==> config.mk <==
export PLATFORM = sky130hd
export DESIGN_NAME = blob_box_clustering
export DESIGN_NICKNAME = d
export VERILOG_FILES = /design/src/sv/bbc_pkg.sv /design/src/sv/bbc_cell.sv /design/src/sv/blob_box_clustering.sv
export VERILOG_INCLUDE_DIRS = /design/src /design/src/sv
export SDC_FILE = /design/constraint.sdc
export NUM_CORES = 2
export LEC_CHECK = 0
export BUFFER_PORTS_ARGS = -buffer_cell sky130_fd_sc_hd__buf_2
export CORE_MARGIN = 10
export CORE_UTILIZATION = 33
export CTS_BUF_LIST = sky130_fd_sc_hd__clkbuf_4 sky130_fd_sc_hd__clkbuf_8
export CTS_CLUSTER_DIAMETER = 80
export DETAILED_ROUTE_END_ITERATION = 10
export GPL_ROUTABILITY_DRIVEN = 0
export PLACE_DENSITY = 0.54
export SYNTH_ARGS = -nofsm -noshare
export SYNTH_HDL_FRONTEND = slang
export SYNTH_SLANG_ARGS = --single-unit
==> constraint.sdc <==
create_clock -name aclk -period 5.8 [get_ports aclk]
set_clock_uncertainty 0.05 [all_clocks]
set_input_delay 0.58 -clock aclk [delete_from_list [all_inputs] [get_ports aclk]]
set_output_delay 0.58 -clock aclk [all_outputs]
set_load 0.01 [all_outputs]
==> src/sv/blob_box_clustering_macros.svh <==
// assertion macros shared by the blob box clustering rtl
`ifndef BLOB_BOX_CLUSTERING_MACROS_SVH
`define BLOB_BOX_CLUSTERING_MACROS_SVH
`ifndef ASSERT_OFF
// check that is skipped while reset is asserted
`define BBC_ASSERT(label, prop, msg) \
    label: assert property (@(posedge aclk) disable iff (!aresetn) (prop)) else $error(msg);
// check that also covers the reset cycles
`define BBC_ASSERT_RST(label, prop, msg) \
    label: assert property (@(posedge aclk) (prop)) else $error(msg);
`else
`define BBC_ASSERT(label, prop, msg)
`define BBC_ASSERT_RST(label, prop, msg)
`endif
`endif

==> src/sv/bbc_pkg.sv <==
package bbc_pkg;

    // field widths
    localparam int COORD_W = 11;
    localparam int PIX_W   = 8;
    localparam int EDGE_W  = 13;
    localparam int INDEX_W = 4;

    // register map, word index taken from paddr[2]
    localparam logic [0:0] REG_HOT_THRESHOLD = 1'b0;
    localparam logic [PIX_W-1:0] HOT_THRESHOLD_RST = 8'd32;

    typedef logic signed [EDGE_W-1:0] bbc_edge_t;

    // one box, margin included
    typedef struct packed {
        bbc_edge_t xmin;
        bbc_edge_t xmax;
        bbc_edge_t ymin;
        bbc_edge_t ymax;
    } bbc_box_t;

    // hot pixel travelling down the chain as its margin square
    typedef struct packed {
        logic     valid;
        bbc_box_t sq;
    } bbc_pix_t;

    typedef enum logic [1:0] {
        ST_IDLE,
        ST_DRAIN,
        ST_EMIT
    } bbc_state_t;

endpackage

==> src/sv/bbc_cell.sv <==
module bbc_cell (
    input  logic               aclk,
    input  logic               aresetn,
    input  bbc_pkg::bbc_pix_t  pix_i,
    output bbc_pkg::bbc_pix_t  pix_o,
    input  logic               shift_en,
    input  bbc_pkg::bbc_box_t  up_box_i,
    input  logic               up_used_i,
    output bbc_pkg::bbc_box_t  box_o,
    output logic               used_o
);

    bbc_pkg::bbc_box_t box_reg, box_next;
    logic              used_reg, used_next;
    logic              pix_valid_reg, pix_valid_next;
    bbc_pkg::bbc_box_t pix_sq_reg;
    logic              overlap;
    logic              hit;
    logic              claim;

    // inclusive overlap of the pixel square with the held box
    always_comb begin
        overlap = used_reg
                  && (pix_i.sq.xmax >= box_reg.xmin) && (pix_i.sq.xmin <= box_reg.xmax)
                  && (pix_i.sq.ymax >= box_reg.ymin) && (pix_i.sq.ymin <= box_reg.ymax);
        hit   = pix_i.valid && overlap;
        claim = pix_i.valid && !used_reg;
    end

    // box update: shift toward the output, widen on hit, open on a free cell
    always_comb begin
        box_next = box_reg;
        if (shift_en) begin
            box_next = up_box_i;
        end else if (hit) begin
            if (pix_i.sq.xmin < box_reg.xmin) box_next.xmin = pix_i.sq.xmin;
            if (pix_i.sq.xmax > box_reg.xmax) box_next.xmax = pix_i.sq.xmax;
            if (pix_i.sq.ymin < box_reg.ymin) box_next.ymin = pix_i.sq.ymin;
            if (pix_i.sq.ymax > box_reg.ymax) box_next.ymax = pix_i.sq.ymax;
        end else if (claim) begin
            box_next = pix_i.sq;
        end
        used_next      = shift_en ? up_used_i : (used_reg | claim);
        // pixel moves on only past a used box it does not touch
        pix_valid_next = pix_i.valid && used_reg && !overlap;
    end

    // occupancy and pipeline valid
    always_ff @(posedge aclk) begin
        if (!aresetn) begin
            used_reg      <= 1'b0;
            pix_valid_reg <= 1'b0;
        end else begin
            used_reg      <= used_next;
            pix_valid_reg <= pix_valid_next;
        end
    end

    // payload
    always_ff @(posedge aclk) begin
        box_reg    <= box_next;
        pix_sq_reg <= pix_i.sq;
    end

    assign box_o       = box_reg;
    assign used_o      = used_reg;
    assign pix_o.valid = pix_valid_reg;
    assign pix_o.sq    = pix_sq_reg;

endmodule

==> src/sv/blob_box_clustering.sv <==
// pixel request: one per cycle while s_tready is high, walks the box chain one cell per cycle;
//   its last possible box update is made by the last cell of the chain
// end of frame: s_tready low until the final result loads; first result valid
//   once the chain has drained (DRAIN state), then one per cycle
//   while m_tready is high, n boxes or one empty result
// reset (aresetn low, synchronous): boxes emptied, output valid cleared, threshold 32
`include "blob_box_clustering_macros.svh"

module blob_box_clustering #(
    parameter int BOX_MARGIN = 4,
    parameter int BOX_SLOTS  = 16
) (
    input  logic        aclk,
    input  logic        aresetn,
    // apb configuration
    input  logic        psel,
    input  logic        penable,
    input  logic        pwrite,
    input  logic [2:0]  paddr,
    input  logic [31:0] pwdata,
    output logic [31:0] prdata,
    output logic        pready,
    // pixel stream
    input  logic        s_tvalid,
    output logic        s_tready,
    // [10:0] pix_x, [21:11] pix_y, [29:22] frame_value, [37:30] ref_value, [39:38] zero
    input  logic [39:0] s_tdata,
    // [0] func
    input  logic [0:0]  s_tuser,
    // box stream
    output logic        m_tvalid,
    input  logic        m_tready,
    // [3:0] box_index, [16:4] box_xmin, [29:17] box_xmax, [42:30] box_ymin,
    // [55:43] box_ymax
    output logic [55:0] m_tdata,
    // [0] box_valid
    output logic [0:0]  m_tuser,
    output logic        m_tlast
);

    localparam int NCELL = BOX_SLOTS - 1;
    localparam int CNT_W = $clog2(BOX_SLOTS);
    localparam bbc_pkg::bbc_edge_t MARGIN_E = bbc_pkg::bbc_edge_t'(BOX_MARGIN);

    logic [bbc_pkg::PIX_W-1:0] thr_reg, thr_next;
    bbc_pkg::bbc_state_t       state_reg, state_next;

    logic [bbc_pkg::COORD_W-1:0] pix_x, pix_y;
    logic [bbc_pkg::PIX_W-1:0]   frame_value, ref_value;
    logic                        in_acc;
    logic                        hot;
    logic                        cfg_wr;

    bbc_pkg::bbc_pix_t pix_chain [NCELL+1];
    bbc_pkg::bbc_box_t box_ext   [NCELL+1];
    logic [NCELL:0]    used_ext;
    logic [NCELL-1:0]  used_vec;
    logic [NCELL-1:0]  inflight_vec;
    logic              any_inflight;

    logic              out_load;
    logic              shift_en;
    logic              load_last;
    logic [CNT_W-1:0]  idx_reg, idx_next;

    logic                          m_tvalid_reg, m_tvalid_next;
    bbc_pkg::bbc_box_t             out_box_reg;
    logic [bbc_pkg::INDEX_W-1:0]   out_idx_reg;
    logic                          out_flag_reg;
    logic                          out_last_reg;

    // configuration port
    assign pready = 1'b1;
    assign cfg_wr = psel && penable && pwrite && pready;

    always_comb begin
        thr_next = thr_reg;
        if (cfg_wr && (paddr[2:2] == bbc_pkg::REG_HOT_THRESHOLD)) begin
            thr_next = pwdata[bbc_pkg::PIX_W-1:0];
        end
        prdata = '0;
        if (paddr[2:2] == bbc_pkg::REG_HOT_THRESHOLD) begin
            prdata = {24'd0, thr_reg};
        end
    end

    always_ff @(posedge aclk) begin
        if (!aresetn) begin
            thr_reg <= bbc_pkg::HOT_THRESHOLD_RST;
        end else begin
            thr_reg <= thr_next;
        end
    end

    // input unpacking and hot test
    assign pix_x       = s_tdata[10:0];
    assign pix_y       = s_tdata[21:11];
    assign frame_value = s_tdata[29:22];
    assign ref_value   = s_tdata[37:30];
    assign in_acc      = s_tvalid && s_tready;

    always_comb begin
        hot = {1'b0, frame_value} > ({1'b0, ref_value} + {1'b0, thr_reg});
        pix_chain[0].valid   = in_acc && !s_tuser[0] && hot;
        pix_chain[0].sq.xmin = $signed({2'b00, pix_x}) - MARGIN_E;
        pix_chain[0].sq.xmax = $signed({2'b00, pix_x}) + MARGIN_E;
        pix_chain[0].sq.ymin = $signed({2'b00, pix_y}) - MARGIN_E;
        pix_chain[0].sq.ymax = $signed({2'b00, pix_y}) + MARGIN_E;
    end

    // box chain, cell 0 faces the output
    assign used_ext[NCELL] = 1'b0;
    assign box_ext[NCELL]  = '0;

    for (genvar i = 0; i < NCELL; i++) begin : g_cell
        bbc_cell u_cell (
            .aclk      (aclk),
            .aresetn   (aresetn),
            .pix_i     (pix_chain[i]),
            .pix_o     (pix_chain[i+1]),
            .shift_en  (shift_en),
            .up_box_i  (box_ext[i+1]),
            .up_used_i (used_ext[i+1]),
            .box_o     (box_ext[i]),
            .used_o    (used_ext[i])
        );
        assign inflight_vec[i] = pix_chain[i+1].valid;
    end

    assign used_vec     = used_ext[NCELL-1:0];
    assign any_inflight = |inflight_vec;

    // next state
    always_comb begin
        state_next = state_reg;
        unique case (state_reg)
            bbc_pkg::ST_IDLE: begin
                if (in_acc && s_tuser[0]) state_next = bbc_pkg::ST_DRAIN;
            end
            bbc_pkg::ST_DRAIN: begin
                if (!any_inflight) state_next = bbc_pkg::ST_EMIT;
            end
            bbc_pkg::ST_EMIT: begin
                if (out_load && load_last) state_next = bbc_pkg::ST_IDLE;
            end
            default: state_next = bbc_pkg::ST_IDLE;
        endcase
    end

    // state outputs
    always_comb begin
        s_tready  = (state_reg == bbc_pkg::ST_IDLE);
        out_load  = (state_reg == bbc_pkg::ST_EMIT) && (!m_tvalid_reg || m_tready);
        shift_en  = out_load;
        load_last = !used_ext[1 % (NCELL + 1)] || !used_ext[0] || (NCELL == 1);
    end

    always_ff @(posedge aclk) begin
        if (!aresetn) begin
            state_reg <= bbc_pkg::ST_IDLE;
        end else begin
            state_reg <= state_next;
        end
    end

    // result index
    always_comb begin
        idx_next = idx_reg;
        if (state_reg == bbc_pkg::ST_IDLE) begin
            idx_next = '0;
        end else if (out_load) begin
            idx_next = idx_reg + 1'b1;
        end
    end

    always_ff @(posedge aclk) begin
        if (!aresetn) begin
            idx_reg <= '0;
        end else begin
            idx_reg <= idx_next;
        end
    end

    // output register
    always_comb begin
        m_tvalid_next = m_tvalid_reg;
        if (out_load) begin
            m_tvalid_next = 1'b1;
        end else if (m_tready) begin
            m_tvalid_next = 1'b0;
        end
    end

    always_ff @(posedge aclk) begin
        if (!aresetn) begin
            m_tvalid_reg <= 1'b0;
        end else begin
            m_tvalid_reg <= m_tvalid_next;
        end
    end

    always_ff @(posedge aclk) begin
        if (out_load) begin
            out_box_reg  <= used_ext[0] ? box_ext[0] : '0;
            out_idx_reg  <= used_ext[0] ? bbc_pkg::INDEX_W'(idx_reg) : '0;
            out_flag_reg <= used_ext[0];
            out_last_reg <= load_last;
        end
    end

    assign m_tvalid = m_tvalid_reg;
    assign m_tdata  = {out_box_reg.ymax, out_box_reg.ymin, out_box_reg.xmax,
                       out_box_reg.xmin, out_idx_reg};
    assign m_tuser  = out_flag_reg;
    assign m_tlast  = out_last_reg;

    // boxes always fill the chain from cell 0 without gaps
    `BBC_ASSERT(a_used_packed, ((used_vec + 1'b1) & used_vec) == '0, "box chain has a gap")
    // emission never overlaps a pixel still walking the chain
    `BBC_ASSERT(a_emit_drained, (state_reg == bbc_pkg::ST_EMIT) |-> !any_inflight, "emit with pixel in flight")
    // the list is empty once an emission run ends
    `BBC_ASSERT(a_cleared_after_emit, (state_reg == bbc_pkg::ST_EMIT && state_next == bbc_pkg::ST_IDLE) |=> (used_vec == '0), "boxes left after emission")
    // a loaded result without a box is always the final one
    `BBC_ASSERT(a_empty_is_last, (out_load && !used_ext[0]) |-> load_last, "empty result not marked last")
    // reset leaves the block idle with no result pending
    `BBC_ASSERT_RST(a_reset_idle, !aresetn |=> (state_reg == bbc_pkg::ST_IDLE && !m_tvalid), "not idle after reset")

endmodule
==> summary.md <==
| Metric | Value |
|---|---|
| Final setup fails | `0` |
| Initial antenna violation count | `4` |
| DRT Pass-1 Iters | `8` |
| Post-synth top flop | `edfxtp_1` |
| Final hold viol count | `0` |
| Max reg flops | `roughly 700` |
| CORE AREA | `about 230000 µm²` |
| Die ar. | `about 250000 µm²` |
| Worst path required time | `6.37 ns` |
| CTS max path bufs | `3` |
| CP max FO | `12` |
| Row count | `177` |
| Max Cap Viol | `0` |
| I/O pins | `roughly 180` |
| Vias in the first global route | `~60k` |
| CTS sink cnt | `around 1.4k` |
| Fin nets | `around 9.4k` |
| First-pass GRT wire length | `around 340000 µm` |
| CP endpoint kind | `register` |
| Syn avg cell area | `approximately 10 µm²` |
| Starting DRT DRC Count | `approximately 3.3k` |
| Tmin final | `approximately 4.3 ns` |
| DRT Wirelength | `216000 µm` |
| Sequential share of the synthesized area | `between 40% and 50%` |
| # hold bufs at CTS | `36` |
| Yosys reg bits | `roughly 1.4k` |
| Cell area power density | `270 nW/µm²` |
| Crit path kind | `in2reg` |
| VDD IR max | `0.212 mV` |
| Largest net degree at the start of global routing | `276` |
| Critical Path Start Type | `input pin` |
| Synth warn | `0` |
| Die span in x | `between 500 and 600 µm` |
| Via density | `5.00` |
| Residual DRC count | `0` |
| F_max | `around 0.23 GHz` |
| Total Routing Usage GR | `approximately 16%` |
| Status | `completed` |
| Share of post-route cells with drive strength above 1 | `approximately 7.8%` |
| Num CTS Buffers | `between 200 and 250` |
| Mapped Cells | `7718` |
| H-tree depth | `4` |
| Reg clk slew, reported paths | `roughly 0.060 ns` |
| PortBufs | `120` |
| Final worst path period share | `74.3%` |
| Max-slew violation count | `0` |
| Synth cell types | `84` |
| Remaining antenna violation count | `0` |
| Setup Fix Bufs, Post-CTS | `0` |
| Post-synth EDFFs | `726` |
| Hold crit path type | `in2reg` |
| Asr flop ratio synth | `0%` |
| Dpl hpwl | `about 170000 µm` |
| Setup TNS | `0 ns` |
| Die Y | `between 500 and 600 µm` |
| Routed WL per cell | `about 19 µm` |
| Synthesized area | `about 77000 µm²` |
| Initial Util | `about a third` |
| RSZ-0062 raised after global routing | `no` |
| Tightest Pin Transition | `1.22 ns` |
| Grt ovf | `0` |
| Post-cts sizing count | `0` |
| Skew-Pair Late Insertion Delay | `approximately 0.98 ns` |
| Layout area overhead | `12.6%` |
| Util after Layout | `between 30% and 40%` |
| Leakage | `between 30 and 40 nW` |
| Vias post-DR | `56.6k` |
| Max-slew headroom | `17.8%` |
| TritonCTS clock tree | `built` |
| CP Data Arrival Time | `4.88 ns` |
| Root Buffer | `clkbuf_8` |
## area by class of cell
class | instances | area, µm²
diodes | 3 | 7.51
fillers | 23300 | 146000
inverters | 851 | 3200
repair buffers | 206 | 1390
clock buffers | 348 | 4330
flip-flops and latches | 1407 | 35400
well taps | 3132 | 3920
multi-input cells | 5276 | 38000
clock inverters | 87 | 833
## cell usage in the layout, fill, tap and decap left out, types with 16 or more instances in the layout
| cell | n |
|---|---|
| a2111oi_0 | 30 |
| a211o_1 | 20 |
| a211oi_1 | 90 |
| a21boi_0 | 18 |
| a21o_1 | 143 |
| a21oi_1 | 376 |
| a31oi_1 | 25 |
| and2_1 | 19 |
| and3_1 | 30 |
| buf_2 | 120 |
| buf_4 | 46 |
| clkbuf_4 | 74 |
| clkbuf_8 | 274 |
| clkinv_1 | 19 |
| clkinv_2 | 42 |
| conb_1 | 27 |
| dfxtp_1 | 681 |
| dlygate4sd3_1 | 36 |
| edfxtp_1 | 726 |
| ha_1 | 1341 |
| inv_1 | 848 |
| mux2i_1 | 34 |
| nand2_1 | 902 |
| nand2b_1 | 31 |
| nand3_1 | 173 |
| nand3b_1 | 18 |
| nand4_1 | 122 |
| nand4b_1 | 16 |
| nor2_1 | 299 |
| nor2b_1 | 93 |
| nor3_1 | 82 |
| nor4_1 | 39 |
| o2111ai_1 | 18 |
| o211ai_1 | 47 |
| o21a_1 | 84 |
| o21ai_0 | 864 |
| o21ai_1 | 26 |
| o31ai_1 | 21 |
| xnor2_1 | 21 |
| xor2_1 | 16 |
## per-layer routing
layer  wire, µm  part of all wire [%]  GRT usage, %
met1      94600                    44          20.3
met2     104000                    48          28.7
met5         13                0.0060             0
met3       7300                   3.4          2.20
met4       9740                   4.5          6.87
## critical path: stages
cell and delay, ns:
dlygate4sd3_1 0.53, buf_2 0.19, inv_1 0.25, ha_1 0.24, inv_1 0.07, or4_1 0.56
xnor2_1 0.54, ha_1 0.38, a21o_1 0.18, a21oi_1 0.14, a211oi_1 0.11, and4bb_1 0.30
and3_1 0.31, mux2i_1 0.23, buf_4 0.24
## Yosys cell counts (16+ instances only)
master,count,share of area (%)
and3_1,30,0.24
o2111ai_1,18,0.20
nand2b_1,32,0.26
nand3b_1,18,0.17
nor2_1,299,1.5
ha_1,1341,22
buf_4,29,0.28
nor4_1,39,0.32
xnor2_1,21,0.24
nand4_1,122,0.99
xor2_1,16,0.18
a21boi_0,18,0.17
clkbuf_1,168,0.81
a21o_1,143,1.4
and2_1,19,0.15
o21a_1,84,0.81
a31oi_1,29,0.23
nor3_1,82,0.53
nand2_1,902,4.4
a21oi_1,376,2.4
o41ai_1,17,0.19
inv_1,849,4.1
nand3_1,173,1.1
o211ai_1,47,0.46
o21ai_0,890,5.8
mux2i_1,34,0.44
o31ai_1,26,0.25
dfxtp_1,681,18
a2111oi_0,31,0.35
nor2b_1,93,0.75
a211o_1,20,0.23
nand4b_1,16,0.18
a211oi_1,92,0.89
edfxtp_1,726,28
## stage by stage
step | total power, mW | instance area (µm²) | setup slack (ns) | hold WS (ns) | instances
after detailed placement | 14.0 | 81600 | 1.21 | 0.314 | 10800
final | 23.5 | 87200 | 1.49 | 0.131 | 11300
after floorplan | 13.1 | 77500 | 1.47 | 0.301 | 7743
after global placement | 14.0 | 81600 | 1.10 | 0.327 | 10800
after CTS | 23.7 | 87100 | 1.53 | 0.0238 | 11300
after global routing | 24.6 | 87200 | 1.37 | 0.0585 | 11300
## power breakdown
| group | switching, mW | internal [mW] | total (mW) |
|---|---|---|---|
| Clock | 4.34 | 5.31 | 9.65 |
| Combinational | 1.46 | 0.988 | 2.45 |
| Sequential | 0.475 | 10.9 | 11.4 |
| Total | 6.28 | 17.2 | 23.5 |
## final timing paths
| kind | slack [ns] | end | cells after the start | startpoint |
|---|---|---|---|---|
| setup / recovery | 1.49 | g_cell[0].u_cell.box_o[15]$_DFFE_PP_ | 15 | s_tdata[2] |
| hold / removal | 0.13 | thr_reg[5]$_SDFFE_PN1P_ | 3 | aresetn |
| setup reg to reg | 1.62 | g_cell[11].u_cell.box_o[46]$_DFFE_PP_ | 9 | g_cell[11].u_cell.box_o[10]$_DFFE_PP_ |
| hold reg to reg | 0.28 | g_cell[2].u_cell.pix_o[13]$_DFF_P_ | 0 | g_cell[1].u_cell.pix_o[13]$_DFF_P_ |
## logic make-up (layout without fill, tap and decap cells)
logic type | count (synthesis) | after routing | share of synthesized area (%)
flip-flops | 1407 | 1407 | 45.8
AND/OR/NAND/NOR | 1917 | 1917 | 11.5
multiplexers | 38 | 38 | 0.498
AO/OA/AOI/OAI | 1915 | 1915 | 14.8
XOR/XNOR | 37 | 37 | 0.419
other | 2 | 30 | 0.00970
buffers and inverters | 1060 | 1492 | 5.31
adder cells (fa/ha/maj) | 1342 | 1342 | 21.7
(Power assumes the default switching activity.)
